`config.mk`:
```
export PLATFORM = sky130hd
export DESIGN_NAME = min_max_weighted_average_tracker
export DESIGN_NICKNAME = d
export VERILOG_FILES = /design/src/sv/mmwat_pkg.sv /design/src/sv/min_max_weighted_average_tracker.sv /design/src/sv/mmwat_ctrl.sv /design/src/sv/mmwat_dpath.sv
export SDC_FILE = /design/constraint.sdc
export NUM_CORES = 2
export LEC_CHECK = 0
export BUFFER_PORTS_ARGS = -buffer_cell sky130_fd_sc_hd__buf_2
export CAP_MARGIN = 20
export CORE_UTILIZATION = 44
export DETAILED_ROUTE_END_ITERATION = 8
export GPL_TIMING_DRIVEN = 0
export SLEW_MARGIN = 10
export SYNTH_ARGS = -nofsm -noshare
export SYNTH_HDL_FRONTEND = slang
export SYNTH_HIERARCHICAL = 1
export SYNTH_SLANG_ARGS = --single-unit
```
`constraint.sdc`:
```
create_clock -name clk -period 11.3 [get_ports clk]
set_input_delay 1.695 -clock clk [delete_from_list [all_inputs] [get_ports clk]]
set_output_delay 1.695 -clock clk [all_outputs]
set_load 0.1 [all_outputs]
```
`src/sv/mmwat_pkg.sv`:
```
// Package: shared types and constants of the min/max weighted average tracker.
`default_nettype none

package mmwat_pkg;

  // Width of the minimum, maximum and average result fields.
  localparam int OUT_WIDTH = 16;

  // Controller states, one-hot.
  typedef enum logic [4:0] {
    S_IDLE = 5'b00001,
    S_MUL  = 5'b00010,
    S_PREP = 5'b00100,
    S_DIV  = 5'b01000,
    S_FIN  = 5'b10000
  } state_t;

  // Commands from the controller to the datapath.
  typedef struct packed {
    logic load;    // capture the accepted request
    logic mul;     // register |sample - average| * elapsed
    logic prep;    // seed the divider remainder and step counter
    logic step;    // one restoring division step
    logic finish;  // commit state and load the result registers
  } cmd_t;

  // Status from the datapath to the controller.
  typedef struct packed {
    logic blend;     // the weighted formula applies to the held request
    logic div_last;  // the current division step is the last one
  } status_t;

endpackage

`default_nettype wire

```
`src/sv/min_max_weighted_average_tracker.sv`:
```
// When the weighted formula applies, a request passes through one multiply, one divider
// seed, VALUE_WIDTH restoring steps and a commit; otherwise through the multiply and the
// commit. The bit-serial divider takes one request at a time: a new request is accepted
// only after the current one commits, and the commit waits while a held result stalls.
// The result register lets a new request enter while the previous result waits.
// Reset (rst, synchronous): clears minimum, maximum, average and output valid.
`default_nettype none

module min_max_weighted_average_tracker
  import mmwat_pkg::*;
#(
  parameter int VALUE_WIDTH = 16,
  parameter int TIME_WIDTH  = 32
) (
  input  wire logic                   clk,
  input  wire logic                   rst,
  // Request channel.
  input  wire logic                   in_valid,
  output logic                        in_stall,
  input  wire logic [VALUE_WIDTH-1:0] sample_value,
  input  wire logic [TIME_WIDTH-1:0]  elapsed_time,
  input  wire logic [TIME_WIDTH-1:0]  total_residency,
  // Result channel.
  output logic                        out_valid,
  input  wire logic                   out_stall,
  output logic [OUT_WIDTH-1:0]        minimum_seen,
  output logic [OUT_WIDTH-1:0]        maximum_seen,
  output logic [OUT_WIDTH-1:0]        weighted_average,
  output logic                        average_saturated
);

  cmd_t    cmd;
  status_t status;

  // Sequence the request: hold off new requests until the current one commits.
  mmwat_ctrl u_ctrl (
    .clk       (clk),
    .rst       (rst),
    .in_valid  (in_valid),
    .in_stall  (in_stall),
    .out_valid (out_valid),
    .out_stall (out_stall),
    .status    (status),
    .cmd       (cmd)
  );

  // Compute avg + (s-avg)*e/r as a product followed by a bit-serial quotient;
  // the quotient is never above |s-avg|, so VALUE_WIDTH bits suffice.
  mmwat_dpath #(
    .VALUE_WIDTH (VALUE_WIDTH),
    .TIME_WIDTH  (TIME_WIDTH)
  ) u_dpath (
    .clk               (clk),
    .rst               (rst),
    .cmd               (cmd),
    .status            (status),
    .sample_value      (sample_value),
    .elapsed_time      (elapsed_time),
    .total_residency   (total_residency),
    .minimum_seen      (minimum_seen),
    .maximum_seen      (maximum_seen),
    .weighted_average  (weighted_average),
    .average_saturated (average_saturated)
  );

endmodule

`default_nettype wire

```
`src/sv/mmwat_ctrl.sv`:
```
// Controller: sequences one request through multiply, an optional divide and commit.
`default_nettype none

module mmwat_ctrl
  import mmwat_pkg::*;
(
  input  wire logic    clk,
  input  wire logic    rst,
  input  wire logic    in_valid,
  output logic         in_stall,
  output logic         out_valid,
  input  wire logic    out_stall,
  input  wire status_t status,
  output cmd_t         cmd
);

  state_t state;
  state_t state_next;
  logic   out_valid_next;

  always_comb begin
    state_next = state;
    cmd        = '0;
    in_stall   = 1'b1;
    unique case (state)
      S_IDLE: begin
        in_stall = 1'b0;
        if (in_valid) begin
          cmd.load   = 1'b1;
          state_next = S_MUL;
        end
      end
      S_MUL: begin
        cmd.mul    = 1'b1;
        state_next = status.blend ? S_PREP : S_FIN;
      end
      S_PREP: begin
        cmd.prep   = 1'b1;
        state_next = S_DIV;
      end
      S_DIV: begin
        cmd.step = 1'b1;
        if (status.div_last) begin
          state_next = S_FIN;
        end
      end
      S_FIN: begin
        // Commit only when the result register is free or drains now.
        if (!out_valid || !out_stall) begin
          cmd.finish = 1'b1;
          state_next = S_IDLE;
        end
      end
      default: begin
        state_next = S_IDLE;
      end
    endcase
  end

  always_comb begin
    out_valid_next = out_valid;
    if (cmd.finish) begin
      out_valid_next = 1'b1;
    end else if (out_valid && !out_stall) begin
      out_valid_next = 1'b0;
    end
  end

  always_ff @(posedge clk) begin
    if (rst) begin
      state     <= S_IDLE;
      out_valid <= 1'b0;
    end else begin
      state     <= state_next;
      out_valid <= out_valid_next;
    end
  end

endmodule

`default_nettype wire

```
`src/sv/mmwat_dpath.sv`:
```
// Datapath: running state, product register, restoring divider, result registers.
`default_nettype none

module mmwat_dpath
  import mmwat_pkg::*;
#(
  parameter int VALUE_WIDTH = 16,
  parameter int TIME_WIDTH  = 32
) (
  input  wire logic                   clk,
  input  wire logic                   rst,
  input  wire cmd_t                   cmd,
  output status_t                     status,
  input  wire logic [VALUE_WIDTH-1:0] sample_value,
  input  wire logic [TIME_WIDTH-1:0]  elapsed_time,
  input  wire logic [TIME_WIDTH-1:0]  total_residency,
  output logic [OUT_WIDTH-1:0]        minimum_seen,
  output logic [OUT_WIDTH-1:0]        maximum_seen,
  output logic [OUT_WIDTH-1:0]        weighted_average,
  output logic                        average_saturated
);

  localparam int PW = VALUE_WIDTH + TIME_WIDTH;
  localparam int CW = $clog2(VALUE_WIDTH);
  localparam logic [VALUE_WIDTH-1:0] VALUE_MAX = {VALUE_WIDTH{1'b1}};
  localparam logic [CW-1:0] LAST_STEP = CW'(VALUE_WIDTH - 1);

  // Held request.
  logic [VALUE_WIDTH-1:0] smp;
  logic [TIME_WIDTH-1:0]  etm;
  logic [TIME_WIDTH-1:0]  res;

  // Running state.
  logic [VALUE_WIDTH-1:0] mn;
  logic [VALUE_WIDTH-1:0] mx;
  logic [VALUE_WIDTH-1:0] avg;
  logic [VALUE_WIDTH-1:0] mn_next;
  logic [VALUE_WIDTH-1:0] mx_next;
  logic [VALUE_WIDTH-1:0] avg_next;
  logic                   sat_next;

  // Multiplier and divider.
  logic                   up;
  logic [VALUE_WIDTH-1:0] diff;
  logic [PW-1:0]          prod;
  logic [TIME_WIDTH-1:0]  rem;
  logic [VALUE_WIDTH-1:0] quo;
  logic [CW-1:0]          cnt;
  logic [VALUE_WIDTH-1:0] prod_lo;
  logic [TIME_WIDTH:0]    trial;
  logic                   fits;
  logic [VALUE_WIDTH:0]   sum;
  logic [VALUE_WIDTH:0]   dec;

  assign up      = smp >= avg;
  assign diff    = up ? (smp - avg) : (avg - smp);
  assign prod_lo = prod[VALUE_WIDTH-1:0];
  assign trial   = {rem, prod_lo[cnt]};
  assign fits    = trial >= {1'b0, res};

  assign status.blend    = (smp != '0) && (res > etm) && (avg != '0);
  assign status.div_last = (cnt == '0);

  always_comb begin
    mn_next  = mn;
    mx_next  = mx;
    avg_next = avg;
    sat_next = 1'b0;
    sum      = {1'b0, avg} + {1'b0, quo};
    dec      = {1'b0, quo} + (VALUE_WIDTH+1)'(rem != '0);
    if (smp != '0) begin
      if (smp > mx) begin
        mx_next = smp;
      end
      if (smp < mn || mn == '0) begin
        mn_next = smp;
      end
      if (status.blend) begin
        if (up) begin
          if (sum[VALUE_WIDTH]) begin
            avg_next = VALUE_MAX;
            sat_next = 1'b1;
          end else begin
            avg_next = sum[VALUE_WIDTH-1:0];
          end
        end else begin
          // Round the downward step up so the result is the floor.
          avg_next = avg - dec[VALUE_WIDTH-1:0];
        end
      end else begin
        avg_next = smp;
      end
    end
  end

  always_ff @(posedge clk) begin
    if (rst) begin
      mn  <= '0;
      mx  <= '0;
      avg <= '0;
    end else if (cmd.finish) begin
      mn  <= mn_next;
      mx  <= mx_next;
      avg <= avg_next;
    end
  end

  always_ff @(posedge clk) begin
    if (cmd.load) begin
      smp <= sample_value;
      etm <= elapsed_time;
      res <= total_residency;
    end
    if (cmd.mul) begin
      prod <= PW'(diff) * PW'(etm);
    end
    if (cmd.prep) begin
      // The product is below divisor * 2^VALUE_WIDTH, so the top part is a valid remainder.
      rem <= prod[PW-1:VALUE_WIDTH];
      quo <= '0;
      cnt <= LAST_STEP;
    end
    if (cmd.step) begin
      rem <= fits ? TIME_WIDTH'(trial - {1'b0, res}) : trial[TIME_WIDTH-1:0];
      quo <= {quo[VALUE_WIDTH-2:0], fits};
      cnt <= cnt - 1'b1;
    end
    if (cmd.finish) begin
      minimum_seen      <= OUT_WIDTH'(mn_next);
      maximum_seen      <= OUT_WIDTH'(mx_next);
      weighted_average  <= OUT_WIDTH'(avg_next);
      average_saturated <= sat_next;
    end
  end

endmodule

`default_nettype wire
```
==> qor.json <==
{
  "grt": {
    "track_usage_pct": 25.8,
    "first_pass_grt_wire_length_mm": 152,
    "pin_count_of_the_biggest_net_entering_global_routing": 55,
    "grt-ovfl-total": 0,
    "first_global_vias": 26400,
    "number_of_antenna_violations_at_the_first_check_in_global_routing": 1
  },
  "clock_network": {
    "clk-insertion-delay-late_ns": 0.57,
    "htreeDepth": 2,
    "clk_path_buf_depth": 3,
    "clkSlewWorstSetupHoldPaths_ns": 0.06,
    "cts-buffers-inserted": 38,
    "clock_tree_from_tritoncts": "built",
    "cts.sinks": 283,
    "cts-root-buf": "clkbuf_16"
  },
  "detailed_routing": {
    "route.detailed.drc": 0,
    "overall_via_count_from_detail_route": 25500,
    "wirelength_met1_mm": 40.0,
    "wl_met2_mm": 48.4,
    "avgViaCountPerCell": 5.38,
    "wl_per_cell_um": 20.6,
    "route.antenna.remaining_nets": 0,
    "wl_mm": 97.6,
    "dr.max_layer_used": "met4",
    "drt_iter0_markers": 1800,
    "first_pass_iters": 6,
    "met3RoutedLength_mm": 5.87
  },
  "die": {
    "rows": 100,
    "boundaryPins": 135,
    "placeableCoreArea_mm2": 0.0749,
    "initial_core_util_pct": 44.8,
    "chipWidth_um": 278,
    "die_y_um": 278,
    "fp.dieArea_mm2": 0.0775
  },
  "synth": {
    "ys_seq_elements": 283,
    "synth_commonest_cells": "651 x inv_1, 424 x fa_1, 411 x nand2_1",
    "syn_nets": 4361,
    "netlist_area_mm2": 0.0336,
    "synth_warnings": 6,
    "synthDominantCellAreaShare_pct": 25.3,
    "synth.yosys.seq_area_share_pct": 23.7,
    "synth.distinct_cells": 90,
    "mean_instance_size_in_the_synthesized_netlist_um2": 9.43,
    "ys_top_cells_by_area": "fa_1 25%, edfxtp_1 20%, ha_1 11%",
    "synth_flop_cell": "edfxtp_1",
    "synth_cells": 3562,
    "synth-edff-count": 229,
    "post-synth-top-count-cell": "inv_1",
    "synth_area_leader_cell": "fa_1",
    "share_of_synthesized_registers_carrying_an_async_set_or_reset_pct": 0
  },
  "finish": {
    "fin_cells": 4741,
    "drive_above_1_share_pct": 8.48,
    "antenna_cells_inserted": 0,
    "area_growth_syn_to_layout_pct": 10.3,
    "nNetsFinal": 4542
  },
  "sta": {
    "finalHoldViolCount": 0,
    "max_slew_headroom_at_the_worst_pin_pct": 23.6,
    "rsz0062_at_grt": "no",
    "final-setup-viol-count": 0,
    "final.min_clock_period_ns": 10.92,
    "post-route-period-util_pct": 96.6,
    "timing.clock.skew_ns": 0.0181,
    "clock.fmax_mhz": 91.6,
    "tns_ns": 0,
    "worst_pin_slew_ns": 1.15,
    "slew_viol_final": 0
  },
  "placement": {
    "io_buffer_count": 134,
    "dpl.cell_count": 4671,
    "gp_congestion": 0.906,
    "dp.final_hpwl_mm": 79.1
  },
  "critical_path": {
    "slowest_delay_ns": 0.67,
    "end_kind": "register",
    "cpMostUsedCell": "fa_1",
    "slowest_stage": "edfxtp_1",
    "critical_path_peak_fanout": 10,
    "kind_of_launch_point_of_the_worst_setup_path": "register",
    "crit_arrival_ns": 11.24,
    "critical_path_required_ns": 11.62,
    "worstSetupPathType": "reg -> reg"
  },
  "outcome": {
    "status": "finished, final reports clean"
  },
  "hold_path": {
    "min_path_type": "reg -> reg"
  },
  "run": {
    "timing.max_cap.violations": 0
  }
}
-- cell usage in the layout (no fill, tap or decap), types with 9 or more instances in the layout --
cell,netlist,routed
and3_1,12,12
xor2_1,36,34
nor3_1,21,21
xnor2_1,70,63
ha_1,291,291
o21ai_0,82,81
inv_1,651,650
dfxtp_1,54,54
nor2_1,177,176
nand2_1,411,411
nor2b_1,24,24
o221ai_1,16,16
a31oi_1,18,18
a211oi_1,16,16
and2_1,202,202
o21a_1,19,19
xnor2_2,2,9
a21o_1,90,90
clkbuf_16,0,39
fa_1,424,424
mux2i_1,57,57
o21bai_1,17,17
nor4_1,25,25
o211ai_1,20,20
a21oi_1,187,187
buf_2,19,152
clkbuf_1,119,115
buf_6,8,9
nand2b_1,50,50
and2_4,21,21
edfxtp_1,229,229
nand3_1,23,23
nand4_1,23,23
-- flip-flops by register name, indices dropped and copies added (netlist names) --
register and cells:
u_dpath/weighted_average 16, u_dpath/mn 16, u_dpath/res 32, u_dpath/mx 16
u_ctrl/out_valid 1, u_dpath/etm 32, u_dpath/minimum_seen 16, u_dpath/smp 16
u_dpath/cnt 4, u_dpath/quo 16, u_dpath/prod 48, u_dpath/average_saturated 1
u_dpath/avg 16, u_ctrl/state 5, u_dpath/rem 32, u_dpath/maximum_seen 16
-- repair_timing --
action                                  in CTS  in global routing
endpoints found under the setup margin       4                 10
hold buffers                                 0                  0
buffers inserted                             0                  3
pin swaps                                    0                  2
resized for setup                            3                 20
-- worst paths after layout --
kind | from | end | slack [ns] | depth (start not counted)
setup reg to reg | u_dpath/smp[0]$_DFFE_PP_ | u_dpath/prod[47]$_DFFE_PP_ | 0.38 | 34
hold reg to reg | u_dpath/mx[2]$_SDFFE_PP0P_ | u_dpath/mx[2]$_SDFFE_PP0P_ | 0.46 | 2
hold / removal | u_dpath/mx[2]$_SDFFE_PP0P_ | u_dpath/mx[2]$_SDFFE_PP0P_ | 0.46 | 2
setup / recovery | u_dpath/smp[0]$_DFFE_PP_ | u_dpath/prod[47]$_DFFE_PP_ | 0.38 | 34
-- routing by layer --
metal  GRT usage, %  vias up
met5              0        -
met4           8.77        0
li1               -    11900
met1           32.7    12700
met2           45.5      805
met3           3.22      169
-- worst max-delay path: cells and delay by family, from the launching register on --
kind,cells,cell delay (ns)
buffers and inverters,7,1.29
xor gates and xnor gates,2,0.62
DFF,1,0.67
muxes,1,0.21
adders and majority gates,9,4.14
and+or+nand+nor,3,0.52
AOI/OAI and AO/OA,12,3.20
-- per-stage QoR --
| step | cell area, um2 | hold slack (ns) | setup slack (ns) | util, % |
|---|---|---|---|---|
| after floorplan | 33600 | 0.436 | 2.36 | - |
| after global placement | 35500 | 0.443 | -0.704 | 47.3 |
| after detailed placement | 35600 | 0.447 | -0.185 | 47.5 |
| after CTS | 37000 | 0.455 | 0.141 | 49.3 |
| after global routing | 37100 | 0.466 | 0.0567 | 49.4 |
| final | 37100 | 0.456 | 0.383 | 49.4 |
-- area by class of cell --
cell class / count / area [um2]
Tap cell: 969 / 1210
Clock inverter: 24 / 295
Multi-Input combinational cell: 2475 / 22600
Inverter: 652 / 2450
Buffer: 150 / 673
Timing Repair Buffer: 143 / 812
Clock buffer: 45 / 1030
Fill cell: 7099 / 37900
Sequential cell: 283 / 7960
-- kinds of logic (layout without fill, tap and decap cells) --
logic type,after synthesis,after routing,share of synthesized area [%]
AO/OA/AOI/OAI,553,553,10.8
XOR/XNOR,108,108,2.86
adder cells (fa/ha/maj),715,715,36.1
buffers and inverters,804,1014,9.27
flip-flops,283,283,23.7
multiplexers,71,71,2.37
AND/OR/NAND/NOR,1028,1028,14.9
Power is left out: the tool's default activity adds up to more than one toggle a clock period on the data nets, which glitch-free logic cannot reach.
